### src/design/qmpd_pkg.sv
// ----------------------------------------------------------------------------
// qmpd_pkg
// Shared types and constants for the quad motor PD mixer.
// ----------------------------------------------------------------------------
package qmpd_pkg;

    localparam int NUM_STAGES = 8;
    localparam int CFG_IDX_W  = 3;
    localparam int CFG_DATA_W = 10;

    localparam int GAIN_W  = 10;
    localparam int BASE_W  = 8;
    localparam int STEER_W = 9;
    localparam int SAMP_W  = 16;
    localparam int THR_W   = 16;

    localparam int PROD_W  = 27;    // sample times gain
    localparam int X_W     = 27;    // PD sum per axis
    localparam int K_W     = 20;    // base and steering part of the numerator
    localparam int MP_W    = 36;    // PD sum times (255 - base)
    localparam int T_W     = 37;    // full numerator over 255000
    localparam int TL_W    = 18;    // numerator once known to lie in 1..254999
    localparam int M_W     = 31;    // reduced dividend
    localparam int Q_W     = 17;    // quotient, up to 65536
    localparam int QM_W    = 48;    // dividend times reciprocal
    localparam int QD_W    = 32;    // quotient times divisor
    localparam int FRAC_SH = 13;

    typedef logic [NUM_STAGES:1] stage_vec_t;

    typedef enum logic [1:0] {
        OP_SAMPLE = 2'd0,
        OP_ARM    = 2'd1,
        OP_STOP   = 2'd2
    } op_t;

    typedef enum logic [CFG_IDX_W-1:0] {
        REG_P_GAIN      = 3'd0,
        REG_D_GAIN      = 3'd1,
        REG_BASE_LEVEL  = 3'd2,
        REG_NORTH_STEER = 3'd3,
        REG_EAST_STEER  = 3'd4
    } reg_idx_t;

    localparam logic [GAIN_W-1:0]         P_GAIN_RST     = 10'd20;
    localparam logic [GAIN_W-1:0]         D_GAIN_RST     = 10'd20;
    localparam logic [BASE_W-1:0]         BASE_RST       = 8'd26;
    localparam logic signed [STEER_W-1:0] STEER_RST      = 9'sd0;
    localparam logic signed [STEER_W-1:0] STEER_REJECT   = -9'sd256;
    localparam logic [BASE_W-1:0]         BASE_FULL      = 8'd255;

    localparam logic signed [K_W-1:0]     K_BASE_MUL     = 20'sd1000;
    localparam logic signed [K_W-1:0]     K_STEER_MUL    = 20'sd400;
    localparam logic signed [T_W-1:0]     T_FULL         = 37'sd255000;
    localparam logic signed [T_W-1:0]     T_ZERO         = 37'sd0;

    // (T * 65536 + 127500) / 255000 == (T * 8192 + 15937) / 31875
    localparam logic [M_W-1:0]            RND_OFFSET     = 31'd15937;
    localparam logic [M_W-1:0]            DIVISOR        = 31'd31875;
    localparam logic [Q_W-1:0]            RECIP          = 17'd67372; // 2^31 / 31875
    localparam int                        RECIP_SH       = 31;

    localparam logic [THR_W-1:0]          THR_MAX        = 16'hFFFF;
    localparam logic [THR_W-1:0]          THR_OFF        = 16'h0000;

endpackage

### src/design/qmpd_pd.sv
// ----------------------------------------------------------------------------
// qmpd_pd
// Proportional and derivative terms of both tilt axes, two stages.
// ----------------------------------------------------------------------------
module qmpd_pd
(
    input  logic                                    clk,
    input  qmpd_pkg::stage_vec_t                    load,
    input  logic        [qmpd_pkg::GAIN_W-1:0]      p_gain,
    input  logic        [qmpd_pkg::GAIN_W-1:0]      d_gain,
    input  logic signed [qmpd_pkg::SAMP_W-1:0]      tilt_y,
    input  logic signed [qmpd_pkg::SAMP_W-1:0]      tilt_z,
    input  logic signed [qmpd_pkg::SAMP_W-1:0]      rate_y,
    input  logic signed [qmpd_pkg::SAMP_W-1:0]      rate_z,
    output logic signed [qmpd_pkg::X_W-1:0]         x_y,
    output logic signed [qmpd_pkg::X_W-1:0]         x_z
);

    logic signed [qmpd_pkg::PROD_W-1:0] ty_reg, ty_next;
    logic signed [qmpd_pkg::PROD_W-1:0] tz_reg, tz_next;
    logic signed [qmpd_pkg::PROD_W-1:0] ry_reg, ry_next;
    logic signed [qmpd_pkg::PROD_W-1:0] rz_reg, rz_next;
    logic signed [qmpd_pkg::X_W-1:0]    xy_reg, xy_next;
    logic signed [qmpd_pkg::X_W-1:0]    xz_reg, xz_next;
    logic signed [qmpd_pkg::GAIN_W:0]   p_s;
    logic signed [qmpd_pkg::GAIN_W:0]   d_s;

    always_comb
    begin
        p_s     = $signed({1'b0, p_gain});
        d_s     = $signed({1'b0, d_gain});
        ty_next = qmpd_pkg::PROD_W'(tilt_y) * qmpd_pkg::PROD_W'(p_s);
        tz_next = qmpd_pkg::PROD_W'(tilt_z) * qmpd_pkg::PROD_W'(p_s);
        ry_next = qmpd_pkg::PROD_W'(rate_y) * qmpd_pkg::PROD_W'(d_s);
        rz_next = qmpd_pkg::PROD_W'(rate_z) * qmpd_pkg::PROD_W'(d_s);
        xy_next = qmpd_pkg::X_W'(ty_reg) + qmpd_pkg::X_W'(ry_reg);
        xz_next = qmpd_pkg::X_W'(tz_reg) + qmpd_pkg::X_W'(rz_reg);
    end

    always_ff @(posedge clk)
    begin
        if (load[1])
        begin
            ty_reg <= ty_next;
            tz_reg <= tz_next;
            ry_reg <= ry_next;
            rz_reg <= rz_next;
        end
        if (load[2])
        begin
            xy_reg <= xy_next;
            xz_reg <= xz_next;
        end
    end

    assign x_y = xy_reg;
    assign x_z = xz_reg;

endmodule

### config.mk
export PLATFORM = sky130hd
export DESIGN_NAME = qmpd_pd
export DESIGN_NICKNAME = d
export VERILOG_FILES = /design/src/design/qmpd_pkg.sv /design/src/design/qmpd_pd.sv
export SDC_FILE = /design/constraint.sdc
export NUM_CORES = 2
export LEC_CHECK = 0
export ABC_AREA = 1
export BUFFER_PORTS_ARGS = -buffer_cell sky130_fd_sc_hd__buf_2
export CORE_MARGIN = 4
export CORE_UTILIZATION = 31
export CTS_BUF_LIST = sky130_fd_sc_hd__clkbuf_16
export DETAILED_ROUTE_END_ITERATION = 10
export GPL_TIMING_DRIVEN = 0
export PLACE_DENSITY = 0.5
export SLEW_MARGIN = 30
export SYNTH_ARGS = -nofsm -noshare
export SYNTH_HDL_FRONTEND = slang
export SYNTH_SLANG_ARGS = --single-unit
### constraint.sdc
create_clock -name clk -period 10.4 [get_ports clk]
set_input_delay 0.52 -clock clk [delete_from_list [all_inputs] [get_ports clk]]
set_output_delay 0.52 -clock clk [all_outputs]
set_load 0.1 [all_outputs]
# Yosys cells after proc, flatten, opt, wreduce, memory -nomap -nowiden
# Cells that the tools add are included.
dict set report classes {
  addsub 2
  multipliers 4
}
# operator n
set op_table {}
lappend op_table {{multiplier 16 x 11 -> 27 bit} 4}
lappend op_table {{adder 27 bit} 2}
dict set report word_totals {
  reg_bits 162
  input_bits 93
  output_inout_bits 54
  wordCells 12
}

# Depth between registers and ports, before layout
dict set report logic_depth {
  depth_word 1
  depth_mapped 24
  mapped_depth_nobuf 23
}

# Worst setup path before layout
# Ideal clock, no wire load.
dict set report synth_path {
  kind {input-to-reg}
  from {in rate_z[15] (netlist bit)}
  to {reg rz_reg[26] (netlist bit), data pin}
  setup_ns 0.252
  arrival_time_ns 4.782
  required_ns 10.148
  path_slack_ns 5.366
  stages 20
  n_path_buf 1
  cell_sequence {clkbuf_1 -> nand2_1 -> fa_1 -> inv_1 -> fa_1 -> inv_1 -> fa_1 -> fa_1 -> fa_1 -> inv_1 -> ha_1 -> inv_1 -> nor3_1 -> nand2_1 -> nor2_1 -> nand2_1 -> inv_1 -> nor2_1 -> nand2_1 -> nand2_1}
}
dict set report synth_via {
  elab_chain_len 1
}
# element line_no
set synth_rtl {}
lappend synth_rtl {{start: declaration} qmpd_pd.sv:14} ;# input logic signed [qmpd_pkg::SAMP_W-1:0] rate_z,
lappend synth_rtl {{multiplier 16 x 11 -> 27 bit} qmpd_pd.sv:35} ;# rz_next = qmpd_pkg::PROD_W'(rate_z) * qmpd_pkg::PROD_W'(d_s);
lappend synth_rtl {{net rz_next (one bit)} qmpd_pd.sv:22} ;# logic signed [qmpd_pkg::PROD_W-1:0] rz_reg, rz_next;
lappend synth_rtl {{end signal: assignment} qmpd_pd.sv:47} ;# rz_reg <= rz_next;
lappend synth_rtl {{end: declaration} qmpd_pd.sv:22}
# The timed path passes the listed nets, and every way through them passes these cells.
# A chain may end at the register's enable or synchronous reset.

# Final worst setup path
dict set report layout_path {
  from {in p_gain[4] (netlist bit)}
  to {reg tz_reg[26] (netlist bit), data pin}
}
dict set report layout_via {
  elab_chain_len 1
}
# element line_no
set layout_rtl {}
lappend layout_rtl {{start: declaration} qmpd_pd.sv:9} ;# input logic [qmpd_pkg::GAIN_W-1:0] p_gain,
lappend layout_rtl {{multiplier 16 x 11 -> 27 bit} qmpd_pd.sv:33} ;# tz_next = qmpd_pkg::PROD_W'(tilt_z) * qmpd_pkg::PROD_W'(p_s);
lappend layout_rtl {{net tz_next (one bit)} qmpd_pd.sv:20} ;# logic signed [qmpd_pkg::PROD_W-1:0] tz_reg, tz_next;
lappend layout_rtl {{end signal: assignment} qmpd_pd.sv:45} ;# tz_reg <= tz_next;
lappend layout_rtl {{end: declaration} qmpd_pd.sv:20}
# The timed path passes the listed nets, and every way through them passes these cells.

==> reports/results.txt <==
Outcome -> finished clean
Worst Tran Pin Value -> 866 ps
Fmax -> 182 MHz
Ys Warns -> 0
CTS Sinks -> 162
Post-Synthesis Cells -> 4924
Worst slew margin -> 0.423
Yosys cell types -> 28
Htree depth -> 4
Die Y -> 349 microns
Max-cap violations -> 0
Syn_nets -> 5895
CTS clk-pin slew, worst paths -> 70 ps
Largest net degree at the start of global routing -> 70
Wire length per cell -> 15.2 microns
Total routed wirelength -> 99.4 mm
Clk_lat worst skew -> 470 ps
RSZ-0062 raised after global routing -> false
Initial antenna violation count -> 19
Post-CTS sizing -> 0
Tightest Hold Check Type -> input pin to register
Die width -> 349 microns
Vias per inst -> 4.39
Row cnt -> 124
Mapped Area -> 36100 sq um
Filler Cells Inserted -> 12.4k
Hold Violations, Final -> 0
CP endpoint kind -> register
RD Place Congestion -> 0.883
Root buffer cell -> clkbuf_16
Post-route setup TNS -> 0 ps
Starting Density -> 0.314
P&R area growth vs syn -> 8.04%
Critical Path RT -> 10580 ps
ANT nets after route -> 0
Sequential cell area fraction in the yosys report -> 0.135
Asr flop ratio synth -> 0
Core area -> 115000 sq um
Arrival time of the worst setup path -> 5670 ps
Post-DP HPWL -> 87.0 mm
Post-synth EDFFs -> 162
First-pass GRT wire length -> 162 mm
DRC violations left -> 0
CTS tree -> yes
Final min period -> 5490 ps
Share of cells above drive strength 1 -> 0.0348
CP Max Fanout -> 10
Vias -> 28.8k
Post-CTS setup buffers -> 0
Crit share post-route -> 0.528
Endpoints failing setup -> 0
Critical path type -> input pin to register
IO buf count -> 76
Avg Synthesized Cell Area -> 7.33 sq um
Dominant synthesized flop cell -> edfxtp_1
Clock Tree Buf Depth -> 2
Total iterations of the first detailed-routing run -> 5
Vias in the first global route -> 29.7k
I/O pins -> 147
Crit start category -> input pin
Final net count -> 5991
Max Slew Vio Count -> 0
Post-CTS Hold Fix Bufs -> 0
Iter 0 DRT Violations -> 1550
Worst Clk Skew -> 15.0 ps
Total grt overflow -> 0
Die area -> 122000 sq um
GRT Total Usage -> 0.168
FF+latch count, synth -> 162
Cts bufs inserted -> 17
-- worst paths after layout --
check / from / to / slack [ps] / cells after the start
min reg2reg: rz_reg[0]$_DFFE_PP_ / x_z[0]$_DFFE_PP_ / 540 / 1
max: p_gain[4] / tz_reg[26]$_DFFE_PP_ / 4910 / 21
max reg2reg: tz_reg[0]$_DFFE_PP_ / x_z[6]$_DFFE_PP_ / 7900 / 9
min: load[0] / rz_reg[22]$_DFFE_PP_ / 480 / 1
-- stage by stage --
| stage | hold slack, ps | util | setup slack [ps] | instances | cell area, sq um |
|---|---|---|---|---|---|
| after floorplan | 513 | - | 5370 | 4924 | 36100 |
| after global placement | 524 | 0.334 | 4350 | 6512 | 38400 |
| after detailed placement | 530 | 0.334 | 4330 | 6513 | 38400 |
| after CTS | 459 | 0.339 | 4790 | 6545 | 39000 |
| after global routing | 472 | 0.339 | 4580 | 6545 | 39000 |
| final | 481 | 0.339 | 4910 | 6554 | 39000 |
-- synthesized netlist by cell type, types with 2 or more instances --
cell type | n | area, sq um
nor2_4 | 3 | 33.8
xor2_1 | 63 | 552
nor3_2 | 4 | 40.0
o21bai_2 | 2 | 22.5
and2_1 | 7 | 43.8
clkbuf_1 | 124 | 465
nor2_1 | 148 | 556
nand3b_1 | 9 | 67.6
nand3_2 | 8 | 80.1
o21bai_1 | 14 | 105
nand4_1 | 62 | 388
inv_1 | 1495 | 5610
fa_1 | 582 | 11700
edfxtp_1 | 162 | 4860
a21oi_1 | 92 | 460
nand2_1 | 1583 | 5940
xnor2_1 | 23 | 201
nand2_2 | 14 | 87.6
nor3_1 | 21 | 105
a21o_1 | 6 | 45.0
o21ai_0 | 13 | 65.1
nand3_1 | 158 | 791
ha_1 | 296 | 3700
o21ai_2 | 2 | 17.5
nor2_2 | 29 | 181
inv_2 | 2 | 7.51
-- final cells by class --
class / instances / area [sq um] / area share
repair buffers: 77 / 417 / 0.0107
clock buffers: 17 / 425 / 0.0109
inverters: 1497 / 5620 / 0.144
diodes: 9 / 22.5 / 0.000577
plain buffers: 124 / 467 / 0.0120
clock inverters: 15 / 146 / 0.00375
flip-flops and latches: 162 / 4860 / 0.125
well taps: 1512 / 1890 / 0.0485
multi-input cells: 3141 / 25200 / 0.645
-- metal layers --
layer	up-vias	track usage	share of wire
met2	449	0.279	0.46
met1	13900	0.229	0.47
met5	-	0	0.00069
met4	10	0.0346	0.018
li1	14400	-	-
met3	98	0.0304	0.050
-- critical path, cell delays in order --
cell      delay [ps]
buf_2            180
clkbuf_1         590
nand2_1          140
fa_1             460
inv_1            250
fa_1             500
fa_1             530
fa_1             500
inv_1             50
fa_1             510
inv_1             50
ha_1             410
nand2_1          130
nor2_1           210
nand2_1          100
nor2_1            90
nand2_1           60
nand3_1          140
inv_1             50
nand2_1           50
nand2_1          120
-- placed cells by master (no fill, tap or decap), drive strengths merged, types with 8 or more instances in the layout --
cell and n:
a21oi 92, buf 77, edfxtp 162, ha 296
clkbuf 141, inv 1505, nor3 25, o21bai 16
nand2 1597, o21ai 15, nand3 166, nor2 180
xnor2 23, nand4 62, and2 8, diode 9
nand3b 9, fa 582, xor2 63
-- kinds of logic (layout without fill, tap and decap cells) --
family	after synthesis	in the layout	share of synthesized area
adders and majority gates	878	878	0.425
and+or+nand+nor	2048	2048	0.231
other	0	9	0
buffers and inverters	1621	1730	0.169
xor gates and xnor gates	86	86	0.0209
AOI/OAI and AO/OA	129	129	0.0198
DFF	162	162	0.135
Power is not shown: default switching activity piles up to over one toggle a cycle in this logic, so the estimate is an artifact.
