--- config.mk ---
export PLATFORM = sky130hd
export DESIGN_NAME = qmpd_lane
export DESIGN_NICKNAME = d
export VERILOG_FILES = /design/src/design/qmpd_pkg.sv /design/src/design/qmpd_lane.sv
export SDC_FILE = /design/constraint.sdc
export NUM_CORES = 1
export LEC_CHECK = 0
export BUFFER_PORTS_ARGS = -buffer_cell sky130_fd_sc_hd__buf_2
export CAP_MARGIN = 25
export CORE_UTILIZATION = 39
export DETAILED_ROUTE_END_ITERATION = 10
export PLACE_DENSITY_LB_ADDON = 0.1
export SYNTH_ARGS = -nofsm -noshare
export SYNTH_HDL_FRONTEND = slang
export SYNTH_SLANG_ARGS = --single-unit
--- constraint.sdc ---
create_clock -name clk -period 8.7 [get_ports clk]
set_input_delay 1.74 -clock clk [delete_from_list [all_inputs] [get_ports clk]]
set_output_delay 1.74 -clock clk [all_outputs]
set_load 0.01 [all_outputs]
--- src/design/qmpd_pkg.sv ---
// ----------------------------------------------------------------------------
// qmpd_pkg
// Shared types and constants for the quad motor PD mixer.
// ----------------------------------------------------------------------------
package qmpd_pkg;

    localparam int NUM_STAGES = 8;
    localparam int CFG_IDX_W  = 3;
    localparam int CFG_DATA_W = 10;

    localparam int GAIN_W  = 10;
    localparam int BASE_W  = 8;
    localparam int STEER_W = 9;
    localparam int SAMP_W  = 16;
    localparam int THR_W   = 16;

    localparam int PROD_W  = 27;    // sample times gain
    localparam int X_W     = 27;    // PD sum per axis
    localparam int K_W     = 20;    // base and steering part of the numerator
    localparam int MP_W    = 36;    // PD sum times (255 - base)
    localparam int T_W     = 37;    // full numerator over 255000
    localparam int TL_W    = 18;    // numerator once known to lie in 1..254999
    localparam int M_W     = 31;    // reduced dividend
    localparam int Q_W     = 17;    // quotient, up to 65536
    localparam int QM_W    = 48;    // dividend times reciprocal
    localparam int QD_W    = 32;    // quotient times divisor
    localparam int FRAC_SH = 13;

    typedef logic [NUM_STAGES:1] stage_vec_t;

    typedef enum logic [1:0] {
        OP_SAMPLE = 2'd0,
        OP_ARM    = 2'd1,
        OP_STOP   = 2'd2
    } op_t;

    typedef enum logic [CFG_IDX_W-1:0] {
        REG_P_GAIN      = 3'd0,
        REG_D_GAIN      = 3'd1,
        REG_BASE_LEVEL  = 3'd2,
        REG_NORTH_STEER = 3'd3,
        REG_EAST_STEER  = 3'd4
    } reg_idx_t;

    localparam logic [GAIN_W-1:0]         P_GAIN_RST     = 10'd20;
    localparam logic [GAIN_W-1:0]         D_GAIN_RST     = 10'd20;
    localparam logic [BASE_W-1:0]         BASE_RST       = 8'd26;
    localparam logic signed [STEER_W-1:0] STEER_RST      = 9'sd0;
    localparam logic signed [STEER_W-1:0] STEER_REJECT   = -9'sd256;
    localparam logic [BASE_W-1:0]         BASE_FULL      = 8'd255;

    localparam logic signed [K_W-1:0]     K_BASE_MUL     = 20'sd1000;
    localparam logic signed [K_W-1:0]     K_STEER_MUL    = 20'sd400;
    localparam logic signed [T_W-1:0]     T_FULL         = 37'sd255000;
    localparam logic signed [T_W-1:0]     T_ZERO         = 37'sd0;

    // (T * 65536 + 127500) / 255000 == (T * 8192 + 15937) / 31875
    localparam logic [M_W-1:0]            RND_OFFSET     = 31'd15937;
    localparam logic [M_W-1:0]            DIVISOR        = 31'd31875;
    localparam logic [Q_W-1:0]            RECIP          = 17'd67372; // 2^31 / 31875
    localparam int                        RECIP_SH       = 31;

    localparam logic [THR_W-1:0]          THR_MAX        = 16'hFFFF;
    localparam logic [THR_W-1:0]          THR_OFF        = 16'h0000;

endpackage

--- src/design/qmpd_lane.sv ---
// ----------------------------------------------------------------------------
// qmpd_lane
// One motor: scale, mix, clamp and divide by 255000 with rounding, six stages.
// ----------------------------------------------------------------------------
module qmpd_lane
(
    input  logic                                    clk,
    input  qmpd_pkg::stage_vec_t                    load,
    input  logic                                    sub,
    input  logic        [qmpd_pkg::BASE_W-1:0]      gain,
    input  logic signed [qmpd_pkg::K_W-1:0]         k,
    input  logic signed [qmpd_pkg::X_W-1:0]         x,
    output logic        [qmpd_pkg::THR_W-1:0]       throttle
);

    logic signed [qmpd_pkg::MP_W-1:0] mp_reg, mp_next;
    logic signed [qmpd_pkg::T_W-1:0]  t;
    logic [qmpd_pkg::TL_W-1:0]        tl_reg;
    logic [qmpd_pkg::M_W-1:0]         m5_reg, m5_next;
    logic [qmpd_pkg::M_W-1:0]         m6_reg, m7_reg;
    logic [qmpd_pkg::QM_W-1:0]        qm;
    logic [qmpd_pkg::Q_W-1:0]         q6_reg, q7_reg;
    logic [qmpd_pkg::QD_W-1:0]        qd_full;
    logic [qmpd_pkg::M_W-1:0]         qd_reg;
    logic [qmpd_pkg::M_W-1:0]         r;
    logic [qmpd_pkg::Q_W-1:0]         q;
    logic [3:0]                       zero_reg;   // bit i belongs to stage i+4
    logic [3:0]                       sat_reg;
    logic [qmpd_pkg::THR_W-1:0]       thr_reg, thr_next;

    always_comb
    begin
        mp_next = qmpd_pkg::MP_W'(x) * qmpd_pkg::MP_W'($signed({1'b0, gain}));
        if (sub)
            t = qmpd_pkg::T_W'(k) - qmpd_pkg::T_W'(mp_reg);
        else
            t = qmpd_pkg::T_W'(k) + qmpd_pkg::T_W'(mp_reg);
        m5_next = {tl_reg, qmpd_pkg::FRAC_SH'(0)} + qmpd_pkg::RND_OFFSET;
        qm      = qmpd_pkg::QM_W'(m5_reg) * qmpd_pkg::QM_W'(qmpd_pkg::RECIP);
        qd_full = qmpd_pkg::QD_W'(q6_reg) * qmpd_pkg::QD_W'(qmpd_pkg::DIVISOR);
        r       = m7_reg - qd_reg;
        q       = q7_reg + qmpd_pkg::Q_W'(r >= qmpd_pkg::DIVISOR);
        if (zero_reg[3])
            thr_next = qmpd_pkg::THR_OFF;
        else if (sat_reg[3] || q[qmpd_pkg::Q_W-1])
            thr_next = qmpd_pkg::THR_MAX;
        else
            thr_next = q[qmpd_pkg::THR_W-1:0];
    end

    always_ff @(posedge clk)
    begin
        if (load[3])
        begin
            mp_reg <= mp_next;
        end
        if (load[4])
        begin
            tl_reg      <= t[qmpd_pkg::TL_W-1:0];
            zero_reg[0] <= (t <= qmpd_pkg::T_ZERO);
            sat_reg[0]  <= (t >= qmpd_pkg::T_FULL);
        end
        if (load[5])
        begin
            m5_reg      <= m5_next;
            zero_reg[1] <= zero_reg[0];
            sat_reg[1]  <= sat_reg[0];
        end
        if (load[6])
        begin
            m6_reg      <= m5_reg;
            q6_reg      <= qm[qmpd_pkg::RECIP_SH +: qmpd_pkg::Q_W];
            zero_reg[2] <= zero_reg[1];
            sat_reg[2]  <= sat_reg[1];
        end
        if (load[7])
        begin
            m7_reg      <= m6_reg;
            q7_reg      <= q6_reg;
            qd_reg      <= qd_full[qmpd_pkg::M_W-1:0];
            zero_reg[3] <= zero_reg[2];
            sat_reg[3]  <= sat_reg[2];
        end
        if (load[8])
        begin
            thr_reg <= thr_next;
        end
    end

    assign throttle = thr_reg;

endmodule

## Word-level counts from Yosys, hierarchy flattened

Index checks and enable logic that the tools add are counted.

| word-level totals | value |
|---|---|
| word-level logic and storage cells | 31 |
| output and inout port bits | 16 |
| flip-flop bits (word level) | 236 |

| cells by class | value |
|---|---|
| reductions and logical operators | 1 |
| multiply operators | 3 |
| muxes and demuxes | 2 |
| add/sub/neg operators | 5 |
| order comparisons | 3 |

Operators with widths:

| operator | count |
|---|---|
| 31-bit by 15-bit multiplier with 46-bit output (second input constant) | 1 |
| 20-bit by 36-bit adder with 37-bit output | 1 |
| 37-bit by 19-bit greater-or-equal comparator with 1-bit output (second input constant) | 1 |
| 37-bit by 1-bit <= comparator with 1-bit output (second input constant) | 1 |
| 37-bit two-way mux | 1 |
| 20-bit by 36-bit subtractor with 37-bit output | 1 |
| 27-bit by 9-bit multiplier with 36-bit output | 1 |
| 31-bit by 14-bit adder with 31-bit output (second input constant) | 1 |
| 31-bit by 15-bit greater-or-equal comparator with 1-bit output (second input constant) | 1 |
| 17-bit by 15-bit multiplier with 31-bit output (second input constant) | 1 |
| 31-bit subtractor | 1 |
| 17-bit by 1-bit adder with 17-bit output | 1 |
| 16-bit two-way mux | 1 |
| 1-bit logical OR | 1 |

## Depth between registers and ports, before layout

Gate-level depths: netlist of the first run.

| logic depth | value |
|---|---|
| word-level depth | 5 |
| gate-level depth with buffers | 23 |
| mapped depth without buffers | 23 |

## Worst setup path after synthesis of the first run

No wires, ideal clock.

| timing path | value |
|---|---|
| kind | input to register |
| start point | input port gain[2] (netlist bit) |
| end point | register mp_reg[35] (netlist bit) (data pin) |
| stages on the path | 21 |
| path buffers | 2 |
| required time | 8.440 ns |
| arrival | 6.346 ns |
| setup time | 0.260 ns |
| path slack | 2.094 ns |
| cell sequence | clkbuf_1 clkbuf_1 nand2_1 fa_1 inv_1 fa_1 inv_1 fa_1 inv_1 fa_1 ha_1 a21o_1 a21o_1 a21oi_1 o31ai_1 nand2_1 o21ai_0 a21o_1 a2111o_1 a21oi_1 xnor2_1 |

| between the ends | value |
|---|---|
| longest elaborated chain between the ends | 1 |

RTL lines:

| element | RTL line | RTL |
|---|---|---|
| start, declared | qmpd_lane.sv:10 | `input logic [qmpd_pkg::BASE_W-1:0] gain,` |
| 27-bit by 9-bit multiplier with 36-bit output | qmpd_lane.sv:33 | `mp_next = qmpd_pkg::MP_W'(x) * qmpd_pkg::MP_W'($signed({1'b0, gain}));` |
| via mp_next, one bit | qmpd_lane.sv:16 | `logic signed [qmpd_pkg::MP_W-1:0] mp_reg, mp_next;` |
| end signal, assigned | qmpd_lane.sv:55 | `mp_reg <= mp_next;` |
| end, declared | qmpd_lane.sv:16 |  |

The timed path passes the listed nets, and every way through them passes these cells.
A chain may end at the register's enable or synchronous reset.

## Worst setup path after layout of the first run

| timing path | value |
|---|---|
| start point | input port gain[2] (netlist bit) |
| end point | register mp_reg[34] (netlist bit) (data pin) |

The elaborated chain is that of the path after synthesis.

==> results of run 1 <==
## routing by layer
metal | vias up | track usage [%] | share of wire [%]
li1 | 8981 | - | -
met1 | 9083 | 20.9 | 44
met2 | 178 | 32.5 | 52
met3 | 56 | 1.99 | 2.1
met4 | 8 | 4.20 | 1.7
met5 | - | 0 | 0.075
## worst min-delay path by stage
| stage | from | to | slack, ns | cells after the start |
|---|---|---|---|---|
| after floorplan | m6_reg[13] | m7_reg[13] | 0.40 | 0 |
| after global placement | m6_reg[27] | m7_reg[27] | 0.40 | 0 |
| after detailed placement | m6_reg[21] | m7_reg[21] | 0.41 | 0 |
| after CTS | m6_reg[27] | m7_reg[27] | 0.42 | 0 |
| after global routing | m6_reg[19] | m7_reg[19] | 0.43 | 0 |
| final | m6_reg[27] | m7_reg[27] | 0.42 | 0 |
## layout make-up
type	instances	share of cell area, %
tap	873	3.83
sequential	196	20.6
clock buffer	18	1.50
timing repair buffer	80	1.42
clock inverter	14	0.548
multi-input combinational	1912	65.1
inverter	528	6.94
## through the flow
stage	util [%]	instances
after floorplan	-	2681
after global placement	41.5	3589
after detailed placement	41.5	3589
after CTS	42.4	3621
after global routing	42.4	3621
final	42.4	3621
## logic make-up after synthesis
kind of cell	Yosys count	share of synthesized area [%]
flops	196	22.1
xor+xnor	172	5.65
mux	6	0.225
compound gates	439	10.7
fa+ha+maj	690	41.5
simple gates	605	11.7
buf+inv	573	8.11
## synth_stat cells (14+ instances only)
library cell / count
a211oi_1: 14
a21o_1: 71
a21oi_1: 151
a31oi_1: 15
and2_1: 152
and3_1: 23
clkbuf_1: 37
edfxtp_1: 196
fa_1: 321
ha_1: 369
inv_1: 527
nand2_1: 162
nand2b_1: 21
nand3_1: 39
nand4_1: 18
nor2_1: 110
nor3_1: 23
o21a_1: 16
o21ai_0: 65
xnor2_1: 124
xor2_1: 48
## cells in the final DEF, fill, tap and decap left out, drive strengths merged, types with 14 or more instances in the layout
master | synthesis | final
a21oi | 153 | 153
nand3 | 40 | 40
and2 | 152 | 152
edfxtp | 196 | 196
xnor2 | 124 | 124
fa | 321 | 321
nor2 | 111 | 111
ha | 369 | 369
o21ai | 72 | 72
o21a | 16 | 16
nand2 | 162 | 162
and3 | 25 | 25
xor2 | 48 | 48
nand4 | 18 | 18
clkbuf | 38 | 18
nor3 | 25 | 25
a211oi | 14 | 14
inv | 528 | 536
a31oi | 15 | 15
nand2b | 21 | 21
a21o | 71 | 71
buf | 7 | 80
==> impl_metrics.yaml, run 1 <==
yosys:
  yosysTopAreaCell: "fa_1"
  synth_top_area_share_pct: 24.1
  ys_seq_area_share_pct: 22.1
  ys_async_sr_fraction_pct: 0
  avgSynthCellArea_sq_um: 9.94
  synth_cell_types: 81
  ys_top_cells_by_area: "fa_1, edfxtp_1, ha_1, inv_1, xnor2_1"
  synth_nets: 3436
  ys_ff_latch: 196
  synth_edf_count: 196
  yosysWarnings: 0
  syn_inst: 2681
  dominantRegCellSynth: "edfxtp_1"
  netlist_area_sq_mm: 0.0266
sta:
  setup_viol: 0
  worst_clock_skew_ns: 0.0114
  hold_ws_ns: 0.421
  fin_crit_sh_pct: 78.7
  tns_ns: 0
  final_hold_viol_count: 0
  slew_viol_final: 0
  max_slew_margin_pct: 35.4
  timing.final.ws_setup_ns: 1.86
  tightest_slew_ns: 0.965
  rsz0062_at_grt: "no"
  min_period_ns: 6.84
  max_clock_freq_mhz: 146
worst_setup_path:
  cp_cell_sequence: "buf_2 > nand2_1 > fa_1 > fa_1 > fa_1 > fa_1 > inv_1 > ha_1 > o21a_1 > o31a_1 > o21ai_1 > o211ai_1 > a21oi_1 > o221ai_1 > a21oi_1 > a21oi_1 > a211oi_1 > xnor2_1"
  cpPeakStageDelay_ns: 0.55
  cp.required_ns: 8.91
  critPathMostFrequentCell: "fa_1"
  crit_buf_inv: 2
  end_kind: "flop"
  path_max_fanout: 27
  r2r_cells: 19
  cp-endpoint: "mp_reg[34]"
  path_depth: 18
  critical_path.top_delay_family: "adder cells"
  criticalPathCategory: "input pin to flop"
  slowest_stage: "fa_1"
  arrival_ns: 7.06
  ff2ff_setup_slack_ns: 2.24
  startpoint: "gain[2]"
  cp-start-kind: "input pin"
  timing.rr.start: "q6_reg[2]"
  r2r-end: "qd_reg[29]"
finish:
  final_area_sq_mm: 0.0285
  largest_reg_flops: 36
  seq_area_sq_mm: 0.00589
  multi_input_area_sq_mm: 0.0186
  antenna_cells: 0
  fillers: 6599
  final_nets: 3490
  syn_to_final_growth_pct: 7.15
  drive_gt1_share_pct: 4.99
routing:
  drt-wirelength-per-cell_um: 15.8
  wl_um: 57100
  via_per_inst: 5.06
  via_count: 18306
  drtIter0Drc: 735
  ant_nets: 0
  drcViolationCount: 0
  drt_pass1_iterations: 5
die:
  dieWidth_um: 263
  fp.coreArea_sq_mm: 0.0674
  die_height_um: 263
  ios: 81
  initial_core_util_pct: 39.5
  die-area_sq_mm: 0.0694
  rows: 95
clock_network:
  ctsResizeCount: 0
  clkTransAtPathRegs_ns: 0.07
  postCtsSetupBuffers: 0
  cts_root_buf: "clkbuf_16"
  cts_tree: "done"
  cts_hold_buffers: 0
  clock_latency_ns: 0.46
  numCtsBuffers: 17
  cts_buffer_depth: 2
  h-tree-depth: 4
  clock_sinks: 196
place:
  placedInstanceArea_sq_mm: 0.0280
  post-dp-hpwl_um: 48100
  gp_congestion: 0.853
  port_buffers: 78
  dp_slack_ns: 1.38
global_route:
  grt_remaining_overflow: 0
  grt_max_degree: 68
  grt_pass1_wl_um: 97200
  antenna_found_initial: 4
  grt_pass1_vias: 19676
  grt.total_usage_pct: 17.3
flow_run:
  drv_cap: 0
min_path:
  hold_path.class: "flop to flop"
status:
  status: "completed"
Power of run 1 is left out: the tool's default activity adds up to more than one toggle a clock period on the data nets, which glitch-free logic cannot reach.
==> run 2, diff against run 1 <==
- ABC_AREA: unset -> 1
- clock period: 8.7 -> 5.9 ns (I/O delays scaled with it)
==> impl_metrics.yaml, run 2 <==
status:
  status: "finished with violations"
  violations: "DRC"
worst_setup_path:
  cp.required_ns: 6.14
  crit_buf_inv: 9
  cpPeakStageDelay_ns: 0.54
  startpoint: "q6_reg[4]"
  slowest_stage: "fa_1"
  cp-start-kind: "flop"
  critPathMostFrequentCell: "fa_1"
  end_kind: "flop"
  critical_path.top_delay_family: "adder cells"
  arrival_ns: 5.86
  ff2ff_setup_slack_ns: 0.28
  path_max_fanout: 4
  timing.rr.start: "q6_reg[4]"
  r2r_cells: 22
  criticalPathCategory: "flop to flop"
  cp_cell_sequence: "buf_4 > fa_1 > inv_1 > fa_1 > fa_1 > fa_1 > inv_1 > fa_1 > inv_1 > fa_1 > inv_1 > ha_2 > nand2_1 > nor4_4 > buf_4 > nand2_1 > o211ai_1 > buf_4 > a21boi_2 > buf_4 > buf_4 > xnor2_1"
  r2r-end: "qd_reg[26]"
yosys:
  ys_ff_latch: 196
  yosysMostFrequentCell: "inv_1"
  netlist_area_sq_mm: 0.0290
  yosysWarnings: 0
  ys_seq_area_share_pct: 20.3
  ys_async_sr_fraction_pct: 0
  dominantRegCellSynth: "edfxtp_1"
  synth_cell_types: 43
  synth_top_area_share_pct: 22.2
  syn_inst: 3603
  synth_nets: 4358
  ys_top_cells_by_area: "fa_1, edfxtp_1, ha_1, inv_1, nand2_1"
  yosysTopAreaCell: "fa_1"
  synth_edf_count: 196
  ys_top_cells_by_count: "inv_1, nand2_1, ha_1, fa_1, nor2_1"
  avgSynthCellArea_sq_um: 8.05
routing:
  via_count: 22213
  wl_um: 71500
  drt-wirelength-per-cell_um: 15.1
  ant_nets: 0
  via_per_inst: 4.67
  drt_pass1_iterations: 8
  drtIter0Drc: 903
  drcViolationCount: 1
place:
  port_buffers: 78
  gp_congestion: 0.895
  placedInstanceArea_sq_mm: 0.0314
  post-dp-hpwl_um: 62400
  dp_slack_ns: 0.00865
clock_network:
  cts_buffer_depth: 2
  cts_root_buf: "clkbuf_16"
  clkTransAtPathRegs_ns: 0.08
  cts_tree: "done"
  h-tree-depth: 4
  numCtsBuffers: 17
  clock_latency_ns: 0.49
  clock_sinks: 196
sta:
  timing.final.ws_setup_ns: 0.282
  setup_viol: 0
  hold_ws_ns: 0.419
  fin_crit_sh_pct: 95.2
  final_hold_viol_count: 0
  worst_clock_skew_ns: 0.0110
  max_clock_freq_mhz: 178
  tightest_slew_ns: 0.928
  min_period_ns: 5.62
  max_slew_margin_pct: 38.1
  slew_viol_final: 0
global_route:
  grt_pass1_vias: 23403
  grt_remaining_overflow: 0
  grt_pass1_wl_um: 120000
  antenna_found_initial: 1
  grt_max_degree: 68
  grt.total_usage_pct: 20.2
die:
  initial_core_util_pct: 39.6
  die_height_um: 275
  rows: 99
  ios: 81
  dieWidth_um: 275
  fp.coreArea_sq_mm: 0.0732
  die-area_sq_mm: 0.0754
finish:
  largest_reg_flops: 36
  final_cell_mix: "inv_1, nand2_1, ha_1, fa_1, nor2_1"
  mostFrequentLayoutCell: "inv_1"
  syn_to_final_growth_pct: 10.9
  drive_gt1_share_pct: 7.20
  final_nets: 4535
  final_area_sq_mm: 0.0322
  fillers: 7516
min_path:
  whs_endpoint: "zero_reg[3]"
  hold_depth: 0
  hold_path_startpoint: "zero_reg[2]"
  hold_path.class: "flop to flop"
flow_run:
  drv_cap: 0
## run 2: layer usage
metal	GRT usage, %	up-vias	wire, um
met2	38.8	193	38100
met5	0	-	0
met1	24.1	10453	31100
met3	2.00	51	1290
met4	4.08	0	1010
li1	-	11516	-
## run 2: cells by family after synthesis
family,Yosys count,synth area share (%)
compound gates,336,6.40
xor+xnor,155,4.68
fa+ha+maj,690,38.1
buf+inv,962,12.5
flops,196,20.3
simple gates,1264,18.0
## run 2: repair_timing
| action | 4_1_cts | 5_1_grt |
|---|---|---|
| hold buffers | 0 | 0 |
| endpoints found under the setup margin | 1 | 7 |
| pin swaps | 0 | 11 |
| cloned | 0 | 0 |
| setup buffers | 0 | 5 |
| resized for setup | 1 | 16 |
## run 2: metrics by stage
step           utilization (%)  setup TNS [ns]  std cells
2_1_floorplan                -               0       3603
6_report                  43.9               0       4753
3_5_place_dp              42.9               0       4715
5_1_grt                   43.9         -0.0139       4753
4_1_cts                   43.8               0       4747
3_3_place_gp              42.9               0       4715
## run 2: final cells by class
class,instances,area [sq um],share of cell area [%]
repair buffers,216,1480,4.59
inverters,904,3390,10.6
flip-flops and latches,196,5890,18.3
diodes,1,2.50,0.00778
well taps,959,1200,3.73
clock buffers,17,425,1.32
multi-input cells,2445,19500,60.8
clock inverters,15,223,0.693
## run 2: worst max-delay path by stage
stage / to / slack [ns] / cells past startpoint
5_1_grt: qd_reg[28] / -0.01 / 22
6_report: qd_reg[26] / 0.28 / 22
3_5_place_dp: qd_reg[28] / 0.009 / 19
3_3_place_gp: qd_reg[28] / 0.04 / 19
4_1_cts: qd_reg[28] / 0.04 / 19
2_1_floorplan: mp_reg[24] / 0.27 / 17
Power of run 2 is left out for the same reason.
